`src/design/fes_pkg.sv`:
```
// ----------------------------------------------------------------------------
// fes_pkg
// Shared types and constants of the fade envelope sequencer: payload structs,
// action, phase and register codes, datapath widths and the sequencer states.
// ----------------------------------------------------------------------------
package fes_pkg;

    localparam int TIME_BITS  = 16;
    localparam int ELAPSED_W  = TIME_BITS + 1;
    localparam int LEVEL_W    = 16;
    localparam int CFG_W      = 16;
    localparam int PROD_W     = 2 * LEVEL_W;
    localparam int DIV_CNT_W  = $clog2(LEVEL_W);
    localparam int CFG_IDX_W  = 3;

    localparam logic [LEVEL_W-1:0]   FULL_LEVEL  = {LEVEL_W{1'b1}};
    localparam logic [ELAPSED_W-1:0] ELAPSED_MAX = {ELAPSED_W{1'b1}};

    // action codes
    localparam logic [1:0] ACT_TICK = 2'd0;
    localparam logic [1:0] ACT_SHOW = 2'd1;
    localparam logic [1:0] ACT_HIDE = 2'd2;

    // phase codes
    localparam logic [2:0] PH_PREDELAY = 3'd0;
    localparam logic [2:0] PH_FADE_IN  = 3'd1;
    localparam logic [2:0] PH_HOLD     = 3'd2;
    localparam logic [2:0] PH_PRE_OUT  = 3'd3;
    localparam logic [2:0] PH_FADE_OUT = 3'd4;

    // configuration register indexes
    localparam logic [CFG_IDX_W-1:0] REG_DELAY_IN  = 3'd0;
    localparam logic [CFG_IDX_W-1:0] REG_FADE_IN   = 3'd1;
    localparam logic [CFG_IDX_W-1:0] REG_HOLD      = 3'd2;
    localparam logic [CFG_IDX_W-1:0] REG_DELAY_OUT = 3'd3;
    localparam logic [CFG_IDX_W-1:0] REG_FADE_OUT  = 3'd4;

    typedef struct packed {
        logic [1:0]  action;
        logic [15:0] elapsed_ticks;
    } in_item_t;

    typedef struct packed {
        logic [15:0] opacity;
        logic        shown;
        logic [2:0]  phase;
    } out_item_t;

    typedef enum logic [3:0] {
        ST_IDLE,
        ST_DECODE,
        ST_TICK_ADD,
        ST_TICK_CMP,
        ST_RAMP,
        ST_MUL,
        ST_DIV_GO,
        ST_DIV_WAIT,
        ST_FINISH
    } state_t;

endpackage

```
`src/design/fes_divider.sv`:
```
// ----------------------------------------------------------------------------
// fes_divider
// Serial restoring divider: one compare and subtract per cycle, one quotient
// bit per step. Expects dividend[31:16] < divisor so the quotient fits 16 bits.
// ----------------------------------------------------------------------------
module fes_divider (
    input  logic                         clk,
    input  logic                         rst_n,
    input  logic                         start,
    input  logic [fes_pkg::PROD_W-1:0]   dividend,
    input  logic [fes_pkg::LEVEL_W-1:0]  divisor,
    output logic                         done,
    output logic [fes_pkg::LEVEL_W-1:0]  quotient
);

    logic                            busy_reg, busy_next;
    logic                            done_reg, done_next;
    logic [fes_pkg::DIV_CNT_W-1:0]   cnt_reg, cnt_next;
    logic [fes_pkg::LEVEL_W-1:0]     rem_reg, rem_next;
    logic [fes_pkg::LEVEL_W-1:0]     quo_reg, quo_next;
    logic [fes_pkg::LEVEL_W-1:0]     dsr_reg, dsr_next;
    logic [fes_pkg::LEVEL_W:0]       shifted;
    logic [fes_pkg::LEVEL_W:0]       diff;
    logic                            ge;

    assign shifted = {rem_reg, quo_reg[fes_pkg::LEVEL_W-1]};
    assign ge      = shifted >= {1'b0, dsr_reg};
    assign diff    = shifted - {1'b0, dsr_reg};

    always_comb
    begin
        busy_next = busy_reg;
        done_next = 1'b0;
        cnt_next  = cnt_reg;
        rem_next  = rem_reg;
        quo_next  = quo_reg;
        dsr_next  = dsr_reg;
        if (start)
        begin
            busy_next = 1'b1;
            cnt_next  = {fes_pkg::DIV_CNT_W{1'b1}};
            rem_next  = dividend[fes_pkg::PROD_W-1:fes_pkg::LEVEL_W];
            quo_next  = dividend[fes_pkg::LEVEL_W-1:0];
            dsr_next  = divisor;
        end
        else if (busy_reg)
        begin
            rem_next = ge ? diff[fes_pkg::LEVEL_W-1:0] : shifted[fes_pkg::LEVEL_W-1:0];
            quo_next = {quo_reg[fes_pkg::LEVEL_W-2:0], ge};
            cnt_next = cnt_reg - 1'b1;
            if (cnt_reg == '0)
            begin
                busy_next = 1'b0;
                done_next = 1'b1;
            end
        end
    end

    always_ff @(posedge clk or negedge rst_n)
    begin
        if (!rst_n)
        begin
            busy_reg <= 1'b0;
            done_reg <= 1'b0;
            cnt_reg  <= '0;
        end
        else
        begin
            busy_reg <= busy_next;
            done_reg <= done_next;
            cnt_reg  <= cnt_next;
        end
    end

    always_ff @(posedge clk)
    begin
        rem_reg <= rem_next;
        quo_reg <= quo_next;
        dsr_reg <= dsr_next;
    end

    assign done     = done_reg;
    assign quotient = quo_reg;

endmodule

```
`src/design/fade_envelope_sequencer_core.sv`:
```
// ----------------------------------------------------------------------------
// fade_envelope_sequencer_core
// Five-phase opacity envelope (delay, fade in, hold, delay, fade out) driven
// by tick, show and hide items, with ramp progress from a serial divider.
// ----------------------------------------------------------------------------
// one item is in flight at a time: a new item is accepted only after the previous
//   result has been registered for output; ticks that land inside a ramp and ramp
//   reversals go through the 16-step serial divider, and a full output slot stalls
//   the finish state until the receiver takes the last result
// reset: asynchronous, clears configuration registers, phase, elapsed time, opacity, shown
module fade_envelope_sequencer_core (
    input  logic                            clk,
    input  logic                            rst_n,
    input  logic                            in_valid,
    output logic                            in_ready,
    input  fes_pkg::in_item_t               in_data,
    output logic                            out_valid,
    input  logic                            out_ready,
    output fes_pkg::out_item_t              out_data,
    input  logic                            cfg_valid,
    output logic                            cfg_ready,
    input  logic [fes_pkg::CFG_IDX_W-1:0]   cfg_index,
    input  logic [fes_pkg::CFG_W-1:0]       cfg_data
);

    fes_pkg::state_t                 state_reg, state_next;

    logic [fes_pkg::CFG_W-1:0]       delay_in_reg, fade_in_reg, hold_reg;
    logic [fes_pkg::CFG_W-1:0]       delay_out_reg, fade_out_reg;

    logic [2:0]                      phase_reg, phase_next;
    logic [fes_pkg::ELAPSED_W-1:0]   elapsed_reg, elapsed_next;
    logic [fes_pkg::LEVEL_W-1:0]     level_reg, level_next;
    logic                            shown_reg, shown_next;

    fes_pkg::in_item_t               item_reg, item_next;
    logic [fes_pkg::LEVEL_W-1:0]     frac_reg, frac_next;
    logic                            rev_reg, rev_next;
    logic [fes_pkg::PROD_W-1:0]      dividend_reg, dividend_next;
    logic [fes_pkg::LEVEL_W-1:0]     divisor_reg, divisor_next;

    logic                            out_valid_reg, out_valid_next;
    fes_pkg::out_item_t              out_reg, out_next;

    logic [fes_pkg::LEVEL_W-1:0]     lim;
    logic                            expired;
    logic [fes_pkg::ELAPSED_W:0]     sum;
    logic                            slot_free;
    logic                            div_start;
    logic                            div_done;
    logic [fes_pkg::LEVEL_W-1:0]     div_q;

    // limit of the current phase; unused codes fall back to hold
    always_comb
    begin
        case (phase_reg)
            fes_pkg::PH_PREDELAY: lim = delay_in_reg;
            fes_pkg::PH_FADE_IN:  lim = fade_in_reg;
            fes_pkg::PH_PRE_OUT:  lim = delay_out_reg;
            fes_pkg::PH_FADE_OUT: lim = fade_out_reg;
            default:              lim = hold_reg;
        endcase
    end

    assign expired   = elapsed_reg >= {1'b0, lim};
    assign sum       = {1'b0, elapsed_reg} + {2'b00, item_reg.elapsed_ticks};
    assign slot_free = !out_valid_reg || out_ready;
    assign in_ready  = (state_reg == fes_pkg::ST_IDLE);
    assign cfg_ready = 1'b1;

    // configuration registers
    always_ff @(posedge clk or negedge rst_n)
    begin
        if (!rst_n)
        begin
            delay_in_reg  <= '0;
            fade_in_reg   <= '0;
            hold_reg      <= '0;
            delay_out_reg <= '0;
            fade_out_reg  <= '0;
        end
        else if (cfg_valid && cfg_ready)
        begin
            case (cfg_index)
                fes_pkg::REG_DELAY_IN:  delay_in_reg  <= cfg_data;
                fes_pkg::REG_FADE_IN:   fade_in_reg   <= cfg_data;
                fes_pkg::REG_HOLD:      hold_reg      <= cfg_data;
                fes_pkg::REG_DELAY_OUT: delay_out_reg <= cfg_data;
                fes_pkg::REG_FADE_OUT:  fade_out_reg  <= cfg_data;
                default:                ;
            endcase
        end
    end

    // next state
    always_comb
    begin
        state_next = state_reg;
        case (state_reg)
            fes_pkg::ST_IDLE:
            begin
                if (in_valid)
                    state_next = fes_pkg::ST_DECODE;
            end
            fes_pkg::ST_DECODE:
            begin
                state_next = fes_pkg::ST_FINISH;
                case (item_reg.action)
                    fes_pkg::ACT_TICK:
                    begin
                        if (shown_reg)
                            state_next = fes_pkg::ST_TICK_ADD;
                    end
                    fes_pkg::ACT_SHOW:
                    begin
                        if (shown_reg && phase_reg == fes_pkg::PH_FADE_OUT)
                            state_next = fes_pkg::ST_MUL;
                    end
                    fes_pkg::ACT_HIDE:
                    begin
                        if (shown_reg && phase_reg == fes_pkg::PH_FADE_IN)
                            state_next = fes_pkg::ST_MUL;
                    end
                    default: ;
                endcase
            end
            fes_pkg::ST_TICK_ADD: state_next = fes_pkg::ST_TICK_CMP;
            fes_pkg::ST_TICK_CMP: state_next = fes_pkg::ST_RAMP;
            fes_pkg::ST_RAMP:
            begin
                if ((phase_reg == fes_pkg::PH_FADE_IN || phase_reg == fes_pkg::PH_FADE_OUT)
                    && !expired)
                    state_next = fes_pkg::ST_DIV_GO;
                else
                    state_next = fes_pkg::ST_FINISH;
            end
            fes_pkg::ST_MUL:    state_next = fes_pkg::ST_DIV_GO;
            fes_pkg::ST_DIV_GO: state_next = fes_pkg::ST_DIV_WAIT;
            fes_pkg::ST_DIV_WAIT:
            begin
                if (div_done)
                    state_next = fes_pkg::ST_FINISH;
            end
            fes_pkg::ST_FINISH:
            begin
                if (slot_free)
                    state_next = fes_pkg::ST_IDLE;
            end
            default: state_next = fes_pkg::ST_IDLE;
        endcase
    end

    // datapath and outputs
    always_comb
    begin
        phase_next     = phase_reg;
        elapsed_next   = elapsed_reg;
        level_next     = level_reg;
        shown_next     = shown_reg;
        item_next      = item_reg;
        frac_next      = frac_reg;
        rev_next       = rev_reg;
        dividend_next  = dividend_reg;
        divisor_next   = divisor_reg;
        out_next       = out_reg;
        out_valid_next = out_valid_reg && !out_ready;
        div_start      = 1'b0;
        case (state_reg)
            fes_pkg::ST_IDLE:
            begin
                if (in_valid)
                    item_next = in_data;
            end
            fes_pkg::ST_DECODE:
            begin
                case (item_reg.action)
                    fes_pkg::ACT_SHOW:
                    begin
                        shown_next = 1'b1;
                        if (!shown_reg)
                        begin
                            level_next   = '0;
                            phase_next   = fes_pkg::PH_PREDELAY;
                            elapsed_next = '0;
                        end
                        else if (phase_reg == fes_pkg::PH_FADE_OUT)
                        begin
                            phase_next = fes_pkg::PH_FADE_IN;
                            frac_next  = level_reg;
                        end
                        else if (phase_reg != fes_pkg::PH_PREDELAY
                                 && phase_reg != fes_pkg::PH_FADE_IN)
                        begin
                            phase_next   = fes_pkg::PH_HOLD;
                            elapsed_next = '0;
                        end
                    end
                    fes_pkg::ACT_HIDE:
                    begin
                        if (shown_reg && phase_reg != fes_pkg::PH_PRE_OUT
                            && phase_reg != fes_pkg::PH_FADE_OUT)
                        begin
                            if (phase_reg == fes_pkg::PH_PREDELAY)
                            begin
                                elapsed_next = '0;
                                shown_next   = 1'b0;
                            end
                            else if (phase_reg == fes_pkg::PH_FADE_IN)
                            begin
                                phase_next = fes_pkg::PH_FADE_OUT;
                                frac_next  = fes_pkg::FULL_LEVEL - level_reg;
                            end
                            else
                            begin
                                phase_next   = fes_pkg::PH_PRE_OUT;
                                elapsed_next = '0;
                            end
                        end
                    end
                    default: ;
                endcase
            end
            fes_pkg::ST_TICK_ADD:
            begin
                if (sum[fes_pkg::ELAPSED_W])
                    elapsed_next = fes_pkg::ELAPSED_MAX;
                else
                    elapsed_next = sum[fes_pkg::ELAPSED_W-1:0];
            end
            fes_pkg::ST_TICK_CMP:
            begin
                // overrun carries into the next phase once
                if (expired)
                begin
                    elapsed_next = elapsed_reg - {1'b0, lim};
                    if (phase_reg >= fes_pkg::PH_FADE_OUT)
                    begin
                        phase_next = fes_pkg::PH_PREDELAY;
                        level_next = '0;
                        shown_next = 1'b0;
                    end
                    else
                    begin
                        phase_next = phase_reg + 3'd1;
                        if (phase_reg == fes_pkg::PH_FADE_IN)
                            level_next = fes_pkg::FULL_LEVEL;
                    end
                end
            end
            fes_pkg::ST_RAMP:
            begin
                // progress = elapsed * 65535 / limit, full once the limit is reached
                if (phase_reg == fes_pkg::PH_FADE_IN || phase_reg == fes_pkg::PH_FADE_OUT)
                begin
                    if (expired)
                        level_next = (phase_reg == fes_pkg::PH_FADE_IN) ?
                                     fes_pkg::FULL_LEVEL : '0;
                    else
                    begin
                        dividend_next = {elapsed_reg[fes_pkg::LEVEL_W-1:0],
                                         {fes_pkg::LEVEL_W{1'b0}}}
                                      - {{fes_pkg::LEVEL_W{1'b0}},
                                         elapsed_reg[fes_pkg::LEVEL_W-1:0]};
                        divisor_next  = lim;
                        rev_next      = 1'b0;
                    end
                end
            end
            fes_pkg::ST_MUL:
            begin
                // reversal: elapsed = frac * limit / 65535
                dividend_next = {{fes_pkg::LEVEL_W{1'b0}}, frac_reg}
                              * {{fes_pkg::LEVEL_W{1'b0}}, lim};
                divisor_next  = fes_pkg::FULL_LEVEL;
                rev_next      = 1'b1;
            end
            fes_pkg::ST_DIV_GO:
            begin
                div_start = 1'b1;
            end
            fes_pkg::ST_DIV_WAIT:
            begin
                if (div_done)
                begin
                    if (rev_reg)
                        elapsed_next = {1'b0, div_q};
                    else if (phase_reg == fes_pkg::PH_FADE_IN)
                        level_next = div_q;
                    else
                        level_next = fes_pkg::FULL_LEVEL - div_q;
                end
            end
            fes_pkg::ST_FINISH:
            begin
                if (slot_free)
                begin
                    out_valid_next   = 1'b1;
                    out_next.opacity = level_reg;
                    out_next.shown   = shown_reg;
                    out_next.phase   = phase_reg;
                end
            end
            default: ;
        endcase
    end

    always_ff @(posedge clk or negedge rst_n)
    begin
        if (!rst_n)
        begin
            state_reg     <= fes_pkg::ST_IDLE;
            phase_reg     <= fes_pkg::PH_PREDELAY;
            elapsed_reg   <= '0;
            level_reg     <= '0;
            shown_reg     <= 1'b0;
            out_valid_reg <= 1'b0;
        end
        else
        begin
            state_reg     <= state_next;
            phase_reg     <= phase_next;
            elapsed_reg   <= elapsed_next;
            level_reg     <= level_next;
            shown_reg     <= shown_next;
            out_valid_reg <= out_valid_next;
        end
    end

    always_ff @(posedge clk)
    begin
        item_reg     <= item_next;
        frac_reg     <= frac_next;
        rev_reg      <= rev_next;
        dividend_reg <= dividend_next;
        divisor_reg  <= divisor_next;
        out_reg      <= out_next;
    end

    fes_divider u_divider (
        .clk      (clk),
        .rst_n    (rst_n),
        .start    (div_start),
        .dividend (dividend_reg),
        .divisor  (divisor_reg),
        .done     (div_done),
        .quotient (div_q)
    );

    assign out_valid = out_valid_reg;
    assign out_data  = out_reg;

    // hidden always means parked in the predelay
    a_hidden_predelay: assert property (@(posedge clk) disable iff (!rst_n)
        !shown_reg |-> phase_reg == fes_pkg::PH_PREDELAY)
        else $error("hidden outside predelay");

    // hold and the delay before fade-out sit at full opacity
    a_hold_full: assert property (@(posedge clk) disable iff (!rst_n)
        (phase_reg == fes_pkg::PH_HOLD || phase_reg == fes_pkg::PH_PRE_OUT)
        |-> level_reg == fes_pkg::FULL_LEVEL)
        else $error("opacity not full in hold");

    a_phase_range: assert property (@(posedge clk) disable iff (!rst_n)
        phase_reg <= fes_pkg::PH_FADE_OUT)
        else $error("phase out of range");

    // one item in flight: busy right after an accept
    a_busy_after_accept: assert property (@(posedge clk) disable iff (!rst_n)
        in_valid && in_ready |=> !in_ready)
        else $error("accepted a second item while busy");

endmodule

```
`config.mk`:
```
export PLATFORM = sky130hd
export DESIGN_NAME = fade_envelope_sequencer_core
export DESIGN_NICKNAME = d
export VERILOG_FILES = /design/src/design/fes_pkg.sv /design/src/design/fes_divider.sv /design/src/design/fade_envelope_sequencer_core.sv
export SDC_FILE = /design/constraint.sdc
export NUM_CORES = 1
export LEC_CHECK = 0
export BUFFER_PORTS_ARGS = -buffer_cell sky130_fd_sc_hd__buf_2
export CAP_MARGIN = 30
export CORE_AREA = 10 10 208 210
export CTS_BUF_LIST = sky130_fd_sc_hd__clkbuf_8
export CTS_CLUSTER_DIAMETER = 120
export DETAILED_ROUTE_END_ITERATION = 8
export DIE_AREA = 0 0 218 220
export PLACE_DENSITY = 0.77
export REMOVE_ABC_BUFFERS = 1
export SLEW_MARGIN = 20
export SYNTH_ARGS = -nofsm -noshare
export SYNTH_HDL_FRONTEND = slang
export SYNTH_SLANG_ARGS = --single-unit
```
`constraint.sdc`:
```
create_clock -name clk -period 23.4 [get_ports clk]
set_input_delay 0 -clock clk [delete_from_list [all_inputs] [get_ports clk]]
set_output_delay 0 -clock clk [all_outputs]
set_load 0.005 [all_outputs]
```
==> results of run 1 <==
==> cells by family after synthesis <==
kind of cell	share of synthesized area
simple gates	0.141
compound gates	0.113
buf+inv	0.0632
fa+ha+maj	0.255
flops	0.333
mux	0.0564
xor+xnor	0.0374
other cells	0.000162
==> metal layers <==
metal | share of wire | vias to the layer above | routed length (µm)
li1 | - | 8027 | -
met1 | 0.41 | 8791 | 25100
met2 | 0.47 | 706 | 29100
met3 | 0.069 | 166 | 4220
met4 | 0.049 | 0 | 3010
met5 | 0 | - | 0
==> cells in the mapped netlist, types with 8 or more instances <==
master    count  area share
clkbuf_1     83       0.013
dfrtp_1     128        0.14
a31oi_1      35      0.0094
nor3_1       22      0.0047
inv_1       281       0.045
xnor2_1      68       0.026
a21o_1       30      0.0097
a222oi_1     16      0.0069
ha_1        158       0.085
or3_1        12      0.0032
o31ai_1      11      0.0036
nand3_1      16      0.0035
nor4_1        8      0.0022
o21a_1       14      0.0045
mux2_2      102       0.049
o21ai_0      72       0.016
a211oi_1     11      0.0036
and2_1       83       0.022
mux2i_1      16      0.0069
edfxtp_1    151        0.20
nand2_1     302       0.049
o211ai_1      8      0.0026
fa_1        197        0.17
xor2_1       31       0.012
a21oi_1     119       0.026
nor2_1      136       0.022
o22ai_1       9      0.0024
o21ai_1      19      0.0041
nor2b_1      56       0.015
nand2b_1     28      0.0075
==> final cells by class <==
class / instances / area share
multi-input cells: 1673 / 0.551
clock buffers: 51 / 0.0275
clock inverters: 37 / 0.00668
well taps: 525 / 0.0258
inverters: 282 / 0.0415
flip-flops and latches: 279 / 0.304
repair buffers: 144 / 0.0435
==> per-stage QoR <==
step	std cells	util	instance area [µm²]
4_1_cts	2988	0.647	25400
2_1_floorplan	2234	-	22800
5_1_grt	2991	0.649	25500
3_3_place_gp	2856	0.613	24100
6_report	2991	0.649	25500
3_5_place_dp	2858	0.614	24100
==> repair_timing <==
| action | CTS | global route |
|---|---|---|
| hold buffers | 42 | 0 |
| endpoints found under the hold margin | 160 | 0 |
| gates resized for setup | 0 | 0 |
==> how the worst min path moves through the flow <==
stage / startpoint / to / slack [ns] / cells past startpoint
floorplan: rst_n / delay_in_reg[0] / -0.30 / 0
global placement: rst_n / fade_in_reg[14] / 0.1 / 1
detailed placement: rst_n / fade_in_reg[14] / 0.10 / 1
CTS: cfg_index[2] / fade_out_reg[15] / 0.02 / 5
global route: cfg_index[2] / fade_in_reg[15] / 0.0009 / 5
finish: cfg_index[2] / fade_in_reg[0] / -0.01 / 5
==> critical path, cell delays in order (launching register included) <==
cell and delay, ns:
dfrtp_1 0.59, inv_1 0.26, ha_1 0.73, a222oi_1 0.26, a21oi_1 0.31, buf_4 0.28, nand2_1 0.11, fa_1 0.54
inv_1 0.05, fa_1 0.50, inv_1 0.05, fa_1 0.48, inv_1 0.06, fa_1 0.51, fa_1 0.57, inv_1 0.06
fa_1 0.53, inv_1 0.05, ha_1 0.37, a21o_1 0.23, a21o_1 0.20, a2111oi_2 0.35, o22ai_1 0.21, o21a_1 0.27
and3_1 0.19, a31oi_1 0.21, xor2_1 0.17, a21oi_1 0.09
==> results_dict.tcl, run 1 <==
set metrics [dict create \
    outcome "complete, but fails checks" \
    violations "hold timing" \
    largest_reg_flops 32 \
    ys_seq_area_frac 0.333 \
    wl_per_cell_um 20.5 \
    end_kind "flip-flop" \
    fp.coreArea_um2 39300 \
    drt_wl_total_um 61500 \
    final_common_cell "nand2_1" \
    vias 17700 \
    slew_headroom 0.331 \
    syn_area_um2 23200 \
    antenna_cells 0 \
    final_hold_viol_count 6 \
    drc_errors 0 \
    slew_viol_final 0 \
    path_class "flip-flop to flip-flop" \
    fmax_mhz 118 \
    use_met2 0.432 \
    synth_cell_types 81 \
    drt_pre_antenna_iters 6 \
    multi_input_comb_area_um2 14000 \
    antenna_found_initial 0 \
    nNetsFinal 2824 \
    h-tree-depth 2 \
    dp_hpwl_um 45300 \
    cp-endpoint "dividend_reg[25]" \
    syn_inst 2335 \
    gp_congestion 0.958 \
    worstMarginPinSlew_ns 1.00 \
    setup_viol 0 \
    dpl_worst_slack_ns 15.03 \
    synth-seq-cells 279 \
    worst-endpoint-required_ns 23.78 \
    numCtsBuffers 47 \
    busiest_layer "met2" \
    r2r-end "dividend_reg[25]" \
    grt_overflow 0 \
    numPortBuffers 63 \
    die_height_um 220 \
    grt_use_total 0.262 \
    vias_per_cell 5.91 \
    fin_hold_ws_ns -0.0130 \
    ioPinCount 65 \
    synth_edf_count 151 \
    arrival_ns 8.86 \
    fin_ws_ns 14.91 \
    layout-drive-gt1-share 0.123 \
    regArea_um2 7740 \
    reg2reg_slack_ns 14.91 \
    reg2reg_depth 27 \
    clk_latency_ns 0.65 \
    clock_sinks 279 \
    nFillCells 3125 \
    placementRows 73 \
    clockBufferDepth 3 \
    grt_max_degree 70 \
    cap_violations 0 \
    die_area_um2 48000 \
    met3_usage 0.0444 \
    crit_path_start "phase_reg[2]" \
    rr_startpoint "phase_reg[2]" \
    ys.flop_type "edfxtp_1" \
    drtAntennaViolNets 0 \
    synthToLayoutAreaGrowth_pct 9.77 \
    cts_tree "done" \
    grt_util_met1 0.331 \
    post-route-min-period_ns 8.49 \
    startpoint_type "flip-flop" \
    rsz0062_at_grt "no" \
    cts-root-buf "clkbuf_8" \
    tns_ns 0 \
    fin_crit_sh 0.363 \
    cts_setup_buffers 0 \
    grt_pass1_wl_um 98900 \
    yosysWarnings 0 \
    async_reset_ff_frac 0.459 \
    avgSynthCellArea_um2 9.94 \
    die_width_um 218 \
    initial_utilization 0.591 \
    grt_pass1_vias 18500 \
    worstPathMaxFanout 19 \
    clk_pin_slew_ns 0.07 \
    final_cell_mix "nand2_1 (302), inv_1 (297), fa_1 (197)" \
    fin_skew_ns 0.0410 \
    drtIter0Drc 1461 \
    hold_path.class "input port to flip-flop" \
]
Power of run 1 is left out: the tool's default activity adds up to more than one toggle a clock period on the data nets, which glitch-free logic cannot reach.
==> inputs of run 2 (changes only) <==
--- a/config.mk
+++ b/config.mk
@@ -12,7 +12,7 @@
 export CTS_CLUSTER_DIAMETER = 120
 export DETAILED_ROUTE_END_ITERATION = 8
 export DIE_AREA = 0 0 218 220
-export PLACE_DENSITY = 0.77
+export PLACE_DENSITY = 0.8
 export REMOVE_ABC_BUFFERS = 1
 export SLEW_MARGIN = 20
 export SYNTH_ARGS = -nofsm -noshare
==> constraint.sdc (replaced) <==
create_clock -name clk -period 7.7 [get_ports clk]
set_input_delay 0 -clock clk [delete_from_list [all_inputs] [get_ports clk]]
set_output_delay 0 -clock clk [all_outputs]
set_load 0.005 [all_outputs]
==> results_dict.tcl, run 2 (synthesis gave the netlist of run 1 again) <==
set metrics [dict create \
    clk_latency_ns 0.60 \
    grt_use_total 0.258 \
    dp_hpwl_um 45300 \
    grt_max_degree 75 \
    fp.coreArea_um2 39300 \
    grt_overflow 0 \
    slowest_delay_ns 0.55 \
    fin_skew_ns 0.0370 \
    slew_headroom 0.340 \
    fin_crit_sh 0.980 \
    die_height_um 220 \
    numCtsBuffers 45 \
    end_kind "flip-flop" \
    antenna_found_initial 2 \
    setup_viol 0 \
    hold_path.class "input port to flip-flop" \
    post-route-min-period_ns 7.55 \
    cp_slowest_cell "fa_1" \
    grt_pass1_wl_um 98300 \
    numPortBuffers 63 \
    die_area_um2 48000 \
    cap_violations 0 \
    crit_family "adder cells" \
    clock_sinks 279 \
    worst-endpoint-required_ns 8.02 \
    ioPinCount 65 \
    grt_pass1_vias 18200 \
    vias 18000 \
    largest_reg_flops 32 \
    startpoint_type "flip-flop" \
    clockBufferDepth 3 \
    fin_ws_ns 0.152 \
    dpl_worst_slack_ns -0.0925 \
    cts_tree "done" \
    worstPathMaxFanout 19 \
    drtIter0Drc 1811 \
    drtAntennaViolNets 0 \
    h-tree-depth 2 \
    layout-drive-gt1-share 0.146 \
    die_width_um 218 \
    slew_viol_final 0 \
    final_hold_viol_count 0 \
    initial_utilization 0.591 \
    path_class "flip-flop to flip-flop" \
    arrival_ns 7.87 \
    final_common_cell "nand2_1" \
    crit_buf_inv 7 \
    path_common_cell "fa_1" \
    vias_per_cell 5.94 \
    final_cell_mix "nand2_1 (302), inv_1 (296), fa_1 (195)" \
    wl_per_cell_um 20.6 \
    placementRows 73 \
    clk_pin_slew_ns 0.07 \
    fmax_mhz 132 \
    gp_congestion 0.968 \
    synthToLayoutAreaGrowth_pct 12.1 \
    worstMarginPinSlew_ns 0.987 \
    cts-root-buf "clkbuf_8" \
    drc_errors 0 \
    drt_pre_antenna_iters 6 \
    nNetsFinal 2864 \
    outcome "finished, final reports clean" \
    drt_wl_total_um 62400 \
]
==> run 2: cell count changes in the layout (fill, tap and decap cells not counted), moves of 5 or more <==
cell     delta
a21oi_1     -9
a21oi_2     +8
buf_12      +5
buf_4      +36
==> run 2: final timing paths <==
kind / from / endpoint / slack (ns) / cells after the start
max reg2reg: phase_reg[1] / dividend_reg[28] / 0.15 / 29
min: cfg_index[0] / hold_reg[10] / 0.1 / 4
min in group asynchronous: rst_n / fade_in_reg[10] / 0.44 / 3
min reg2reg: divisor_reg[0] / u_divider.dsr_reg[0] / 0.42 / 0
max in group asynchronous: rst_n / hold_reg[14] / 5.67 / 4
max: phase_reg[1] / dividend_reg[28] / 0.15 / 29
==> run 2: through the flow <==
stage / hold WS [ns] / instance area (µm²) / util / instances / TNS, ns
floorplan: -0.296 / 22800 / - / 2234 / -67.36
global placement: 0.0682 / 24400 / 0.620 / 2881 / 0
detailed placement: 0.0839 / 24400 / 0.620 / 2882 / -0.183
CTS: 0.0657 / 25700 / 0.654 / 3005 / 0
global route: 0.106 / 26000 / 0.663 / 3029 / -0.0722
finish: 0.0972 / 26000 / 0.663 / 3031 / 0
==> run 2: cell type report <==
type,instances,area [µm²]
multi-input combinational,1674,14200
fill,2958,13200
sequential,279,7740
timing repair buffer,185,1480
inverter,282,1060
clock buffer,50,688
tap,525,657
clock inverter,34,235
antenna,2,5.00
==> run 2: worst reg2reg max path: cells and delay by family, from the launching register on <==
family	cells	cell delay [ns]
buffers and inverters	7	0.72
AO/OA/AOI/OAI	10	1.98
flip-flops	1	0.41
adder cells (fa/ha/maj)	9	3.77
AND/OR/NAND/NOR	3	0.37
==> run 2: what timing repair did <==
item,4_1_cts,5_1_grt
endpoints found under the hold margin,155,0
setup buffers,0,20
pin swaps,0,20
hold buffers,39,0
cloned,0,1
resized for setup,2,27
endpoints found under the setup margin,5,11
==> run 2: routing by layer <==
metal / vias to the layer above / GRT usage / share of wire
met5: - / 0 / 0.00014
met2: 856 / 0.424 / 0.48
met1: 8877 / 0.337 / 0.40
li1: 8101 / - / -
met4: 2 / 0.0972 / 0.039
met3: 166 / 0.0436 / 0.086
Power of run 2 is left out for the same reason.
==> inputs of run 3 (changes only) <==
--- a/config.mk
+++ b/config.mk
@@ -6,13 +6,14 @@
 export NUM_CORES = 1
 export LEC_CHECK = 0
 export BUFFER_PORTS_ARGS = -buffer_cell sky130_fd_sc_hd__buf_2
-export CAP_MARGIN = 30
+export CAP_MARGIN = 10
 export CORE_AREA = 10 10 208 210
 export CTS_BUF_LIST = sky130_fd_sc_hd__clkbuf_8
 export CTS_CLUSTER_DIAMETER = 120
 export DETAILED_ROUTE_END_ITERATION = 8
 export DIE_AREA = 0 0 218 220
-export PLACE_DENSITY = 0.8
+export GPL_ROUTABILITY_DRIVEN = 0
+export PLACE_DENSITY = 0.77
 export REMOVE_ABC_BUFFERS = 1
 export SLEW_MARGIN = 20
 export SYNTH_ARGS = -nofsm -noshare
==> constraint.sdc (replaced) <==
create_clock -name clk -period 7.5 [get_ports clk]
set_input_delay 0 -clock clk [delete_from_list [all_inputs] [get_ports clk]]
set_output_delay 0 -clock clk [all_outputs]
set_load 0.005 [all_outputs]
==> results_dict.tcl, run 3 (synthesis gave the netlist of run 1 again) <==
set metrics [dict create \
    utilization 0.674 \
    dp_hpwl_um 46800 \
    fmax_mhz 137 \
    die_height_um 220 \
    slew_viol_final 0 \
    ioPinCount 65 \
    grt_max_degree 75 \
    drtAntennaViolNets 0 \
    hold_path.class "input port to flip-flop" \
    outcome "finished, final reports clean" \
    numCtsBuffers 49 \
    final_cell_mix "nand2_1 (298), inv_1 (271), fa_1 (184)" \
    synthToLayoutAreaGrowth_pct 14.0 \
    wl_per_cell_um 20.7 \
    fin_ws_ns 0.191 \
    final_cells 3055 \
    worstMarginPinSlew_ns 0.994 \
    clock_sinks 279 \
    cts-root-buf "clkbuf_8" \
    end_kind "flip-flop" \
    die_area_um2 48000 \
    vias_per_cell 6.00 \
    h-tree-depth 2 \
    clk_pin_slew_ns 0.07 \
    placementRows 73 \
    slew_headroom 0.335 \
    stdcell_area_um2 26500 \
    cts_tree "done" \
    post-route-min-period_ns 7.31 \
    drt_wl_total_um 63100 \
    multi_input_comb_area_um2 14300 \
    fin_skew_ns 0.0341 \
    clockBufferDepth 3 \
    worst-endpoint-required_ns 7.90 \
    drc_errors 0 \
    grt_pass1_vias 19000 \
    dp.cells 2905 \
    grt_use_total 0.264 \
    largest_reg_flops 32 \
    worstPathMaxFanout 16 \
    setup_viol 0 \
    antenna_found_initial 1 \
    nNetsFinal 2886 \
    reg2reg_slack_ns 0.19 \
    clk_latency_ns 0.66 \
    startpoint_type "flip-flop" \
    grt_pass1_wl_um 100000 \
    grt_overflow 0 \
    antenna_cells 0 \
    final_hold_viol_count 0 \
    die_width_um 218 \
    cap_violations 0 \
    final_common_cell "nand2_1" \
    numPortBuffers 63 \
    initial_utilization 0.591 \
    fin_crit_sh 0.975 \
    nFillCells 2909 \
    layout-drive-gt1-share 0.174 \
    arrival_ns 7.70 \
    vias 18300 \
    dpl_worst_slack_ns -0.104 \
    drt_pre_antenna_iters 8 \
    regArea_um2 7740 \
    fp.coreArea_um2 39300 \
    dpl_cell_area_um2 24500 \
    path_class "flip-flop to flip-flop" \
    drtIter0Drc 1775 \
]
## run 3: cell count changes in the layout (fill, tap and decap cells not counted), moves of 11 or more
| cell | previous run | this run |
|---|---|---|
| fa_1 | 195 | 184 |
| ha_4 | 0 | 12 |
| inv_2 | 0 | 11 |
| buf_4 | 71 | 83 |
| fa_2 | 2 | 13 |
| ha_1 | 156 | 143 |
| inv_1 | 296 | 271 |
## run 3: cell type report
type,instances,share of cell area
Timing Repair Buffer,204,0.0598
Sequential cell,279,0.292
Clock inverter,42,0.0156
Clock buffer,50,0.0260
Multi-Input combinational cell,1673,0.541
Tap cell,525,0.0248
Inverter,282,0.0400
## run 3: timing repair
item	CTS	global route
hold endpoints to repair	155	0
endpoints found under the setup margin	7	15
setup buffers	3	12
hold buffers	42	0
pin swaps	4	70
gates resized for setup	7	78
## run 3: routing by layer
layer / global-route usage / vias up / part of all wire
met4: 0.125 / 0 / 0.044
li1: - / 8148 / -
met5: 0 / - / 0
met2: 0.433 / 951 / 0.47
met3: 0.0561 / 198 / 0.093
met1: 0.329 / 9018 / 0.39
## run 3: metrics by stage
stage | hold WS [ns] | TNS [ns]
6_report | 0.0708 | 0
4_1_cts | 0.0111 | -0.000839
5_1_grt | 0.0530 | -0.325
3_5_place_dp | 0.0719 | -0.199
3_3_place_gp | 0.0683 | 0
2_1_floorplan | -0.296 | -81.18
## run 3: worst max-delay path, cell delays in order, from the launching register on
cell	delay, ns
dfrtp_1	0.41
buf_12	0.16
buf_6	0.16
mux2_2	0.36
a222oi_1	0.46
a21oi_2	0.15
buf_6	0.20
nand2_1	0.11
fa_1	0.47
fa_1	0.52
inv_1	0.06
fa_1	0.55
fa_1	0.46
fa_1	0.55
inv_1	0.05
fa_1	0.52
inv_1	0.04
ha_1	0.31
a21o_1	0.19
a21oi_1	0.15
nor2b_1	0.09
a211oi_4	0.24
o21ai_2	0.12
a21o_1	0.19
a211o_1	0.29
a31o_1	0.21
## run 3: final timing paths
check / from / cells after the start / to
min in group asynchronous: rst_n / 4 / fade_out_reg[14]
setup reg to reg: phase_reg[2] / 25 / dividend_reg[28]
max in group asynchronous: rst_n / 4 / u_divider.cnt_reg[2]
hold reg to reg: divisor_reg[10] / 0 / u_divider.dsr_reg[10]
hold / removal: in_data[14] / 2 / item_reg[14]
setup / recovery: phase_reg[2] / 25 / dividend_reg[28]
Power of run 3 is left out for the same reason.
